### config.mk
export PLATFORM = sky130hd
export DESIGN_NAME = sync_length_frame_extractor
export DESIGN_NICKNAME = d
export VERILOG_FILES = /design/src/rtl/slfe_pkg.sv /design/src/rtl/slfe_front.sv /design/src/rtl/slfe_queue.sv /design/src/rtl/sync_length_frame_extractor.sv
export SDC_FILE = /design/constraint.sdc
export NUM_CORES = 1
export LEC_CHECK = 0
export ABC_CLOCK_PERIOD_IN_PS = 12400
export BUFFER_PORTS_ARGS = -buffer_cell sky130_fd_sc_hd__buf_2
export CAP_MARGIN = 10
export CORE_MARGIN = 2
export CORE_UTILIZATION = 50
export CTS_BUF_LIST = sky130_fd_sc_hd__clkbuf_16
export DETAILED_ROUTE_END_ITERATION = 12
export GPL_TIMING_DRIVEN = 0
export PLACE_DENSITY_LB_ADDON = 0.08
export SYNTH_ARGS = -nofsm -noshare
export SYNTH_HDL_FRONTEND = slang
export SYNTH_HIERARCHICAL = 1
export SYNTH_SLANG_ARGS = --single-unit
### constraint.sdc
create_clock -name clk -period 12.4 [get_ports clk]
set_input_delay 1.24 -clock clk [delete_from_list [all_inputs] [get_ports clk]]
set_output_delay 1.24 -clock clk [all_outputs]
set_load 0.005 [all_outputs]
### src/rtl/slfe_pkg.sv
`timescale 1ns / 1ps
`default_nettype none
// ----------------------------------------------------------------------------
// slfe_pkg: shared definitions for the sync/length frame extractor
// Sizes, protocol bytes, sequencer states, result item type and helpers.
// ----------------------------------------------------------------------------
package slfe_pkg;

    localparam int STORE_DEPTH = 64;
    localparam int MAX_FRAME   = 40;
    localparam int ADDR_W      = $clog2(STORE_DEPTH);
    localparam int CNT_W       = $clog2(STORE_DEPTH + 1);
    localparam int LEN_W       = 9;
    localparam int CMP_W       = (CNT_W > LEN_W) ? CNT_W : LEN_W;

    localparam int HDR_LEN     = 13;
    localparam int HDR_IDX_W   = $clog2(HDR_LEN);
    localparam int SYNC_LEN    = 3;
    localparam int LEN_BIAS    = 12;
    localparam int REJECT_DROP = 5;

    localparam int OFS_MAIN    = 3;
    localparam int OFS_MINOR   = 4;
    localparam int OFS_LISTEN  = 5;
    localparam int OFS_CMD     = 8;
    localparam int OFS_LEN     = 9;
    localparam int OFS_TRL_HI  = 11;

    localparam int QUEUE_DEPTH = 4;
    localparam int QPTR_W      = $clog2(QUEUE_DEPTH);

    localparam logic [7:0] SYNC_BYTE   = 8'hCC;
    localparam logic [7:0] TRL_HI      = 8'h45;
    localparam logic [7:0] TRL_LO      = 8'h5A;
    localparam logic [7:0] LISTEN_BYTE = 8'h54;
    localparam logic [7:0] CMD_READ    = 8'h52;
    localparam logic [7:0] CMD_QUERY   = 8'h51;

    localparam logic [1:0] CLS_LISTEN  = 2'd0;
    localparam logic [1:0] CLS_TALK    = 2'd1;
    localparam logic [1:0] CLS_QUERY   = 2'd2;
    localparam logic [1:0] CLS_OTHER   = 2'd3;

    typedef enum logic [3:0] {
        ST_IDLE,
        ST_SCAN,
        ST_HDR_RD,
        ST_HDR_CHK,
        ST_LEN,
        ST_TRL_RD,
        ST_TRL_HI,
        ST_TRL_LO,
        ST_EMIT_RD,
        ST_EMIT_PUSH
    } slfe_state_t;

    typedef struct packed {
        logic [7:0] frame_byte;
        logic       frame_last;
        logic [7:0] main_address;
        logic [7:0] minor_address;
        logic       listen_flag;
        logic [1:0] command_class;
    } slfe_item_t;

    // circular buffer address: base + off, off <= STORE_DEPTH
    function automatic logic [ADDR_W-1:0] wrap_add(input logic [ADDR_W-1:0] base,
                                                   input logic [CNT_W-1:0]  off);
        logic [CNT_W:0] sum;
        sum = (CNT_W + 1)'(base) + (CNT_W + 1)'(off);
        if (sum >= (CNT_W + 1)'(STORE_DEPTH))
            sum = sum - (CNT_W + 1)'(STORE_DEPTH);
        return ADDR_W'(sum);
    endfunction

    function automatic logic [1:0] cmd_class(input logic [7:0] cmd, input logic listen);
        logic [1:0] cls;
        if (cmd == CMD_READ)
            cls = listen ? CLS_LISTEN : CLS_TALK;
        else if (cmd == CMD_QUERY)
            cls = CLS_QUERY;
        else
            cls = CLS_OTHER;
        return cls;
    endfunction

endpackage
`default_nettype wire

### src/rtl/slfe_front.sv
`timescale 1ns / 1ps
`default_nettype none
// ----------------------------------------------------------------------------
// slfe_front: byte buffer and frame scanner
// Circular byte store with one registered read port. A sequencer syncs on
// CC CC CC, checks length and trailer, and pushes accepted frame bytes.
// ----------------------------------------------------------------------------
module slfe_front (
    input  wire logic               clk,
    input  wire logic               rst_n,
    input  wire logic               in_valid,
    output logic                    in_ready,
    input  wire logic [7:0]         rx_byte,
    output logic                    push_valid,
    input  wire logic               push_ready,
    output slfe_pkg::slfe_item_t    push_item
);

    logic [7:0] mem [slfe_pkg::STORE_DEPTH];
    logic [7:0] rd_data_reg;
    logic [slfe_pkg::ADDR_W-1:0] rd_addr;
    logic [slfe_pkg::ADDR_W-1:0] wr_addr;
    logic mem_we;

    slfe_pkg::slfe_state_t state_reg, state_next;
    logic [slfe_pkg::ADDR_W-1:0]    head_reg, head_next;
    logic [slfe_pkg::CNT_W-1:0]     fill_reg, fill_next;
    logic [slfe_pkg::HDR_IDX_W-1:0] hdr_idx_reg, hdr_idx_next;
    logic                           hdr_valid_reg, hdr_valid_next;
    logic                           ok13_reg, ok13_next;
    logic [slfe_pkg::LEN_W-1:0]     len_reg, len_next;
    logic                           trl_hi_ok_reg, trl_hi_ok_next;
    logic [slfe_pkg::CNT_W-1:0]     emit_idx_reg, emit_idx_next;

    logic [7:0] main_reg;
    logic [7:0] minor_reg;
    logic       listen_reg;
    logic [7:0] cmd_reg;
    logic [7:0] len_byte_reg;
    logic [7:0] trl_byte_reg;

    logic full;
    logic do_reject;
    logic do_emit;
    logic emit_last;

    assign full      = (fill_reg == slfe_pkg::CNT_W'(slfe_pkg::STORE_DEPTH));
    assign wr_addr   = slfe_pkg::wrap_add(head_reg, full ? '0 : fill_reg);
    assign in_ready  = (state_reg == slfe_pkg::ST_IDLE);
    assign mem_we    = in_valid && in_ready;
    assign emit_last = (slfe_pkg::LEN_W'(emit_idx_reg) == len_reg - slfe_pkg::LEN_W'(1));

    always_ff @(posedge clk)
    begin
        if (mem_we)
            mem[wr_addr] <= rx_byte;
        rd_data_reg <= mem[rd_addr];
    end

    always_ff @(posedge clk)
    begin
        if (state_reg == slfe_pkg::ST_HDR_CHK)
        begin
            case (hdr_idx_reg)
                slfe_pkg::HDR_IDX_W'(slfe_pkg::OFS_MAIN):   main_reg     <= rd_data_reg;
                slfe_pkg::HDR_IDX_W'(slfe_pkg::OFS_MINOR):  minor_reg    <= rd_data_reg;
                slfe_pkg::HDR_IDX_W'(slfe_pkg::OFS_LISTEN):
                    listen_reg <= (rd_data_reg == slfe_pkg::LISTEN_BYTE);
                slfe_pkg::HDR_IDX_W'(slfe_pkg::OFS_CMD):    cmd_reg      <= rd_data_reg;
                slfe_pkg::HDR_IDX_W'(slfe_pkg::OFS_LEN):    len_byte_reg <= rd_data_reg;
                slfe_pkg::HDR_IDX_W'(slfe_pkg::OFS_TRL_HI): trl_byte_reg <= rd_data_reg;
                default: ;
            endcase
        end
    end

    always_ff @(posedge clk or negedge rst_n)
    begin
        if (!rst_n)
        begin
            state_reg     <= slfe_pkg::ST_IDLE;
            head_reg      <= '0;
            fill_reg      <= '0;
            hdr_idx_reg   <= '0;
            hdr_valid_reg <= 1'b0;
            ok13_reg      <= 1'b0;
            len_reg       <= '0;
            trl_hi_ok_reg <= 1'b0;
            emit_idx_reg  <= '0;
        end
        else
        begin
            state_reg     <= state_next;
            head_reg      <= head_next;
            fill_reg      <= fill_next;
            hdr_idx_reg   <= hdr_idx_next;
            hdr_valid_reg <= hdr_valid_next;
            ok13_reg      <= ok13_next;
            len_reg       <= len_next;
            trl_hi_ok_reg <= trl_hi_ok_next;
            emit_idx_reg  <= emit_idx_next;
        end
    end

    always_comb
    begin
        state_next     = state_reg;
        head_next      = head_reg;
        fill_next      = fill_reg;
        hdr_idx_next   = hdr_idx_reg;
        hdr_valid_next = hdr_valid_reg;
        ok13_next      = ok13_reg;
        len_next       = len_reg;
        trl_hi_ok_next = trl_hi_ok_reg;
        emit_idx_next  = emit_idx_reg;
        rd_addr        = head_reg;
        push_valid     = 1'b0;
        do_reject      = 1'b0;
        do_emit        = 1'b0;

        unique case (state_reg)
            slfe_pkg::ST_IDLE:
            begin
                if (in_valid)
                begin
                    // full store: oldest byte is overwritten
                    if (full)
                    begin
                        head_next      = slfe_pkg::wrap_add(head_reg, slfe_pkg::CNT_W'(1));
                        hdr_valid_next = 1'b0;
                    end
                    else
                        fill_next = fill_reg + slfe_pkg::CNT_W'(1);
                    state_next = slfe_pkg::ST_SCAN;
                end
            end
            slfe_pkg::ST_SCAN:
            begin
                if (fill_reg < slfe_pkg::CNT_W'(slfe_pkg::HDR_LEN))
                    state_next = slfe_pkg::ST_IDLE;
                else if (hdr_valid_reg)
                    state_next = slfe_pkg::ST_LEN;
                else
                begin
                    hdr_idx_next = '0;
                    state_next   = slfe_pkg::ST_HDR_RD;
                end
            end
            slfe_pkg::ST_HDR_RD:
            begin
                rd_addr    = slfe_pkg::wrap_add(head_reg, slfe_pkg::CNT_W'(hdr_idx_reg));
                state_next = slfe_pkg::ST_HDR_CHK;
            end
            slfe_pkg::ST_HDR_CHK:
            begin
                if (hdr_idx_reg < slfe_pkg::HDR_IDX_W'(slfe_pkg::SYNC_LEN)
                    && rd_data_reg != slfe_pkg::SYNC_BYTE)
                begin
                    head_next  = slfe_pkg::wrap_add(head_reg, slfe_pkg::CNT_W'(1));
                    fill_next  = fill_reg - slfe_pkg::CNT_W'(1);
                    state_next = slfe_pkg::ST_SCAN;
                end
                else if (hdr_idx_reg == slfe_pkg::HDR_IDX_W'(slfe_pkg::HDR_LEN - 1))
                begin
                    hdr_valid_next = 1'b1;
                    ok13_next = (trl_byte_reg == slfe_pkg::TRL_HI)
                                && (rd_data_reg == slfe_pkg::TRL_LO);
                    if (ok13_next)
                        len_next = slfe_pkg::LEN_W'(slfe_pkg::HDR_LEN);
                    else
                        len_next = slfe_pkg::LEN_W'(len_byte_reg)
                                   + slfe_pkg::LEN_W'(slfe_pkg::LEN_BIAS);
                    state_next = slfe_pkg::ST_LEN;
                end
                else
                begin
                    hdr_idx_next = hdr_idx_reg + slfe_pkg::HDR_IDX_W'(1);
                    state_next   = slfe_pkg::ST_HDR_RD;
                end
            end
            slfe_pkg::ST_LEN:
            begin
                if (ok13_reg)
                    do_emit = 1'b1;
                else if (len_reg > slfe_pkg::LEN_W'(slfe_pkg::MAX_FRAME))
                    do_reject = 1'b1;
                else if (slfe_pkg::CMP_W'(fill_reg) < slfe_pkg::CMP_W'(len_reg))
                    state_next = slfe_pkg::ST_IDLE;
                else
                    state_next = slfe_pkg::ST_TRL_RD;
            end
            slfe_pkg::ST_TRL_RD:
            begin
                rd_addr = slfe_pkg::wrap_add(head_reg,
                              slfe_pkg::CNT_W'(len_reg - slfe_pkg::LEN_W'(2)));
                state_next = slfe_pkg::ST_TRL_HI;
            end
            slfe_pkg::ST_TRL_HI:
            begin
                trl_hi_ok_next = (rd_data_reg == slfe_pkg::TRL_HI);
                rd_addr = slfe_pkg::wrap_add(head_reg,
                              slfe_pkg::CNT_W'(len_reg - slfe_pkg::LEN_W'(1)));
                state_next = slfe_pkg::ST_TRL_LO;
            end
            slfe_pkg::ST_TRL_LO:
            begin
                if (trl_hi_ok_reg && rd_data_reg == slfe_pkg::TRL_LO)
                    do_emit = 1'b1;
                else
                    do_reject = 1'b1;
            end
            slfe_pkg::ST_EMIT_RD:
            begin
                rd_addr    = slfe_pkg::wrap_add(head_reg, emit_idx_reg);
                state_next = slfe_pkg::ST_EMIT_PUSH;
            end
            slfe_pkg::ST_EMIT_PUSH:
            begin
                // hold the read address so the data survives a stall
                rd_addr    = slfe_pkg::wrap_add(head_reg, emit_idx_reg);
                push_valid = 1'b1;
                if (push_ready)
                begin
                    if (emit_last)
                    begin
                        head_next = slfe_pkg::wrap_add(head_reg,
                                        slfe_pkg::CNT_W'(len_reg));
                        fill_next      = fill_reg - slfe_pkg::CNT_W'(len_reg);
                        hdr_valid_next = 1'b0;
                        state_next     = slfe_pkg::ST_SCAN;
                    end
                    else
                    begin
                        emit_idx_next = emit_idx_reg + slfe_pkg::CNT_W'(1);
                        state_next    = slfe_pkg::ST_EMIT_RD;
                    end
                end
            end
            default:
                state_next = slfe_pkg::ST_IDLE;
        endcase

        if (do_reject)
        begin
            head_next = slfe_pkg::wrap_add(head_reg, slfe_pkg::CNT_W'(slfe_pkg::REJECT_DROP));
            fill_next      = fill_reg - slfe_pkg::CNT_W'(slfe_pkg::REJECT_DROP);
            hdr_valid_next = 1'b0;
            state_next     = slfe_pkg::ST_SCAN;
        end
        if (do_emit)
        begin
            emit_idx_next = '0;
            state_next    = slfe_pkg::ST_EMIT_RD;
        end
    end

    always_comb
    begin
        push_item.frame_byte    = rd_data_reg;
        push_item.frame_last    = emit_last;
        push_item.main_address  = main_reg;
        push_item.minor_address = minor_reg;
        push_item.listen_flag   = listen_reg;
        push_item.command_class = slfe_pkg::cmd_class(cmd_reg, listen_reg);
    end

endmodule
`default_nettype wire

### src/rtl/slfe_queue.sv
`timescale 1ns / 1ps
`default_nettype none
// ----------------------------------------------------------------------------
// slfe_queue: result queue
// Short FIFO between the scanner and the output channel.
// ----------------------------------------------------------------------------
module slfe_queue (
    input  wire logic                 clk,
    input  wire logic                 rst_n,
    input  wire logic                 push_valid,
    output logic                      push_ready,
    input  wire slfe_pkg::slfe_item_t push_item,
    output logic                      out_valid,
    input  wire logic                 out_ready,
    output slfe_pkg::slfe_item_t      out_item
);

    slfe_pkg::slfe_item_t entries [slfe_pkg::QUEUE_DEPTH];
    logic [slfe_pkg::QPTR_W-1:0] wr_ptr_reg, wr_ptr_next;
    logic [slfe_pkg::QPTR_W-1:0] rd_ptr_reg, rd_ptr_next;
    logic [slfe_pkg::QPTR_W:0]   count_reg, count_next;
    logic do_push;
    logic do_pop;

    assign push_ready = (count_reg != (slfe_pkg::QPTR_W + 1)'(slfe_pkg::QUEUE_DEPTH));
    assign out_valid  = (count_reg != '0);
    assign out_item   = entries[rd_ptr_reg];
    assign do_push    = push_valid && push_ready;
    assign do_pop     = out_valid && out_ready;

    always_comb
    begin
        wr_ptr_next = do_push ? wr_ptr_reg + slfe_pkg::QPTR_W'(1) : wr_ptr_reg;
        rd_ptr_next = do_pop  ? rd_ptr_reg + slfe_pkg::QPTR_W'(1) : rd_ptr_reg;
        count_next  = count_reg;
        if (do_push && !do_pop)
            count_next = count_reg + (slfe_pkg::QPTR_W + 1)'(1);
        else if (!do_push && do_pop)
            count_next = count_reg - (slfe_pkg::QPTR_W + 1)'(1);
    end

    always_ff @(posedge clk)
    begin
        if (do_push)
            entries[wr_ptr_reg] <= push_item;
    end

    always_ff @(posedge clk or negedge rst_n)
    begin
        if (!rst_n)
        begin
            wr_ptr_reg <= '0;
            rd_ptr_reg <= '0;
            count_reg  <= '0;
        end
        else
        begin
            wr_ptr_reg <= wr_ptr_next;
            rd_ptr_reg <= rd_ptr_next;
            count_reg  <= count_next;
        end
    end

endmodule
`default_nettype wire

### src/rtl/sync_length_frame_extractor.sv
`timescale 1ns / 1ps
`default_nettype none
// ----------------------------------------------------------------------------
// sync_length_frame_extractor: serial byte deframer
// Input channel in_valid/in_ready carries one received byte per transfer.
// Output channel out_valid/out_ready carries one frame byte per transfer,
// with frame_last on the final byte and the frame's address and command
// fields repeated on every byte.
// Each byte goes into the store; the scanner idles again when the store holds
// fewer than 13 bytes, rechecks the length while a checked header waits for
// the rest of its frame, drops a stray byte in front of the sync pattern, or
// fetches a 13-byte header through the single read port of the 64-byte store,
// one read per header byte; a rejected frame adds a rescan of the bytes
// behind it. Frame bytes leave by one store read and one queue push each.
// Reset empties the store and the result queue; the store needs no clear.
// A stalled receiver fills the 4-entry result queue, the scanner then
// holds, and in_ready stays low until the frame is fully queued.
// ----------------------------------------------------------------------------
module sync_length_frame_extractor (
    input  wire logic       clk,
    input  wire logic       rst_n,
    input  wire logic       in_valid,
    output logic            in_ready,
    input  wire logic [7:0] rx_byte,
    output logic            out_valid,
    input  wire logic       out_ready,
    output logic [7:0]      frame_byte,
    output logic            frame_last,
    output logic [7:0]      main_address,
    output logic [7:0]      minor_address,
    output logic            listen_flag,
    output logic [1:0]      command_class
);

    logic                 push_valid;
    logic                 push_ready;
    slfe_pkg::slfe_item_t push_item;
    slfe_pkg::slfe_item_t out_item;

    slfe_front u_front (
        .clk        (clk),
        .rst_n      (rst_n),
        .in_valid   (in_valid),
        .in_ready   (in_ready),
        .rx_byte    (rx_byte),
        .push_valid (push_valid),
        .push_ready (push_ready),
        .push_item  (push_item)
    );

    slfe_queue u_queue (
        .clk        (clk),
        .rst_n      (rst_n),
        .push_valid (push_valid),
        .push_ready (push_ready),
        .push_item  (push_item),
        .out_valid  (out_valid),
        .out_ready  (out_ready),
        .out_item   (out_item)
    );

    assign frame_byte    = out_item.frame_byte;
    assign frame_last    = out_item.frame_last;
    assign main_address  = out_item.main_address;
    assign minor_address = out_item.minor_address;
    assign listen_flag   = out_item.listen_flag;
    assign command_class = out_item.command_class;

endmodule
`default_nettype wire

==> impl_metrics.yaml <==
run_status:
  status: "finished clean"
setup_path:
  cp-startpoint: "u_front/state_reg[1]$_DFFE_PN0P_"
  max_stage_delay_ps: 660
  crit_slowest_cell: "buf_1"
  crit_type: "reg2reg"
  worstPathArrival_ps: 6940
  cpLargestDelayFamily: "buffers and inverters"
  cp-end-kind: "flop"
  path_buf_inv: 8
  crit_fanout: 10
  start_kind: "flop"
  timing.rr.start: "u_front/state_reg[1]$_DFFE_PN0P_"
  cp.required_ps: 12840
  crit_path_cell_trace: "buf_4 -> clkbuf_1 -> or3b_2 -> clkbuf_1 -> a31oi_1 -> o21ai_0 -> ha_1 -> fa_1 -> inv_1 -> o311ai_1 -> a21o_1 -> buf_2 -> buf_2 -> buf_1 -> buf_1 -> nand3_1 -> a311oi_1 -> a211oi_1"
yosys:
  synth_simple_gate_area_frac: 0.0908
  synth_edf_count: 665
  netlist_area_um2: 30300
  synthFlopType: "edfxtp_1"
  synth.area.top_cells: "edfxtp_1 (66%), mux4_2 (3.9%), dfrtp_1 (3.9%), nand2_1 (3.4%), mux2i_1 (3.0%)"
  syn_inst: 2025
  synthXorXnorAreaFrac: 0.0147
  synthAdderAreaFrac: 0.0194
  synth_nets: 2081
  synth.mux.area_fraction: 0.0853
  yosysTopAreaCellShare: 0.658
  ys_ff_latch: 720
  syn_area_per_cell_um2: 15.0
  yosysTopAreaCell: "edfxtp_1"
  yosys_warnings: 6
  synthTopCellsByCount: "edfxtp_1 (665), nand2_1 (278), nor2_1 (119), mux2i_1 (91), nand3_1 (82)"
  synth_compound_area_frac: 0.0648
  synth_top_family_by_area: "simple AND/OR/NAND/NOR gates"
  seq_area_frac_synth: 0.702
  yosysMostFrequentCell: "edfxtp_1"
  postSynth.asyncResetShare: 0.0653
  ys_types: 83
cells_and_area:
  fillers: 4834
  largest_register_ffs: 512
  final_layout_size_suffix_gt1_frac: 0.149
  finalNetCount: 2207
  num_antenna_cells: 0
  fin_area_um2: 34000
  area_growth_pct: 12.1
timing:
  final-setup-viol-count: 0
  maxSlewHeadroom: 0.182
  max_freq_mhz: 154
  fin_setup_tns_ps: 0
  worst_pin_slew_ps: 1230
  period_needed_ps: 6500
  fin_skew_ps: 22.3
  period_share: 0.524
  hold_viol_final: 0
  rsz0062_at_grt: "false"
  finalMaxSlewViolations: 0
place:
  place_area_um2: 31600
  io_buffers: 41
  gp_congestion: 0.913
  post-dp-hpwl_um: 52800
clocking:
  postCtsHoldBufs: 0
  clk_pin_slew_ps: 60
  cts_buffer_depth: 3
  htree_levels: 3
  clock_sinks: 720
  root_buffer: "clkbuf_16"
  cts_buffers: 76
  clock_latency_ps: 630
  cts_resized: 0
  cts_tree: "done"
  cts_setup_buffers: 0
floorplanning:
  die_h_um: 250
  die_width_um: 250
  core-area_um2: 60100
  ios: 42
  dieArea_um2: 62700
  rows: 90
  initial_core_util: 0.504
worst_hold_path:
  hp-class: "reg2reg"
  min_from: "u_front/main_reg[0]$_DFFE_PP_"
route:
  wl_per_cell_um: 26.8
  wl_um: 80300
  vias_per_cell: 6.11
  antenna_left: 0
  drc: 0
  drt_iter0_drc: 1885
  vias: 18258
  first_pass_iters: 5
global_route:
  grt_pass1_wl_um: 119000
  antenna_found_initial: 0
  track_usage: 0.258
  grt_overflow: 0
  grt_pass1_vias: 17954
  grt_max_degree: 65
power_and_ir_drop:
  ir_drop_mv: 0.110
  power_density_nw_per_um2: 142
  leakage_nw: 12.1
run:
  max_cap_violations: 0
[layout by cell type, fill, tap and decap left out, types with 39 or more instances in the layout]
cell type,synthesis,layout
edfxtp_1,665,665
nor2_1,119,119
a21oi_1,64,64
ha_1,39,39
nand3_1,82,82
buf_2,47,88
mux2i_1,91,91
nand2_1,278,278
clkbuf_16,0,76
inv_1,39,53
mux4_2,53,53
dfrtp_1,47,47
[final timing paths]
check / end / slack, ps / cells after the start
max: u_front/rd_data_reg[1]$_DFF_P_ / 5900 / 18
min: u_queue/entries[0][11]$_DFFE_PP_ / 490 / 0
max reg2reg: u_front/rd_data_reg[1]$_DFF_P_ / 5900 / 18
min reg2reg: u_queue/entries[0][11]$_DFFE_PP_ / 490 / 0
max in group asynchronous: u_front/trl_hi_ok_reg$_DFFE_PN0P_ / 11230 / 2
min in group asynchronous: u_front/emit_idx_reg[4]$_DFFE_PN0P_ / 620 / 1
[per-stage QoR]
| step | power (mW) | worst slack [ps] | instances | util | hold WS, ps |
|---|---|---|---|---|---|
| after global placement | 2.75 | 6140 | 2848 | 0.524 | 467 |
| after CTS | 4.88 | 6070 | 2986 | 0.564 | 495 |
| after global routing | 4.98 | 5750 | 2990 | 0.565 | 522 |
| after floorplan | 2.71 | 8090 | 2025 | - | 457 |
| after detailed placement | 2.75 | 6090 | 2851 | 0.525 | 481 |
| final | 4.84 | 5900 | 2990 | 0.565 | 492 |
[power by group]
part / switching, mW / total (mW) / leakage, nW / internal [mW]
registers: 0.00118 / 2.65 / 6.64 / 2.64
logic: 0.0477 / 0.0602 / 4.27 / 0.0125
clock network: 0.932 / 2.14 / 1.18 / 1.20
[layer usage]
metal  track usage  routed length, um  vias to the layer above
met5             0                  0                        -
met3        0.0415               5860                      158
met1         0.361              33600                     9319
met4        0.0926               2900                        0
li1              -                  -                     8030
met2         0.414              37900                      751
[layout make-up]
class / count / area (um^2) / share of cell area
sequential: 720 / 21300 / 0.627
multi-input combinational: 1163 / 8350 / 0.246
clock buffer: 76 / 1900 / 0.0560
tap: 782 / 978 / 0.0288
buffer: 102 / 536 / 0.0158
clock inverter: 59 / 432 / 0.0127
timing repair buffer: 48 / 333 / 0.00979
inverter: 40 / 150 / 0.00442
[kinds of logic (layout without fill, tap and decap cells)]
group,after synthesis,count (layout)
flip-flops,720,720
AND/OR/NAND/NOR,600,600
AO/OA/AOI/OAI,282,282
multiplexers,186,186
buffers and inverters,142,325
XOR/XNOR,51,51
adder cells (fa/ha/maj),44,44
[worst register-to-register path: cells and delay by family (launching register included)]
kind,cells,cell delay (ps)
buf+inv,8,2680
compound gates,6,1740
fa+ha+maj,2,780
simple gates,2,720
flops,1,400
Note: power is estimated with default switching activity, not from simulation.
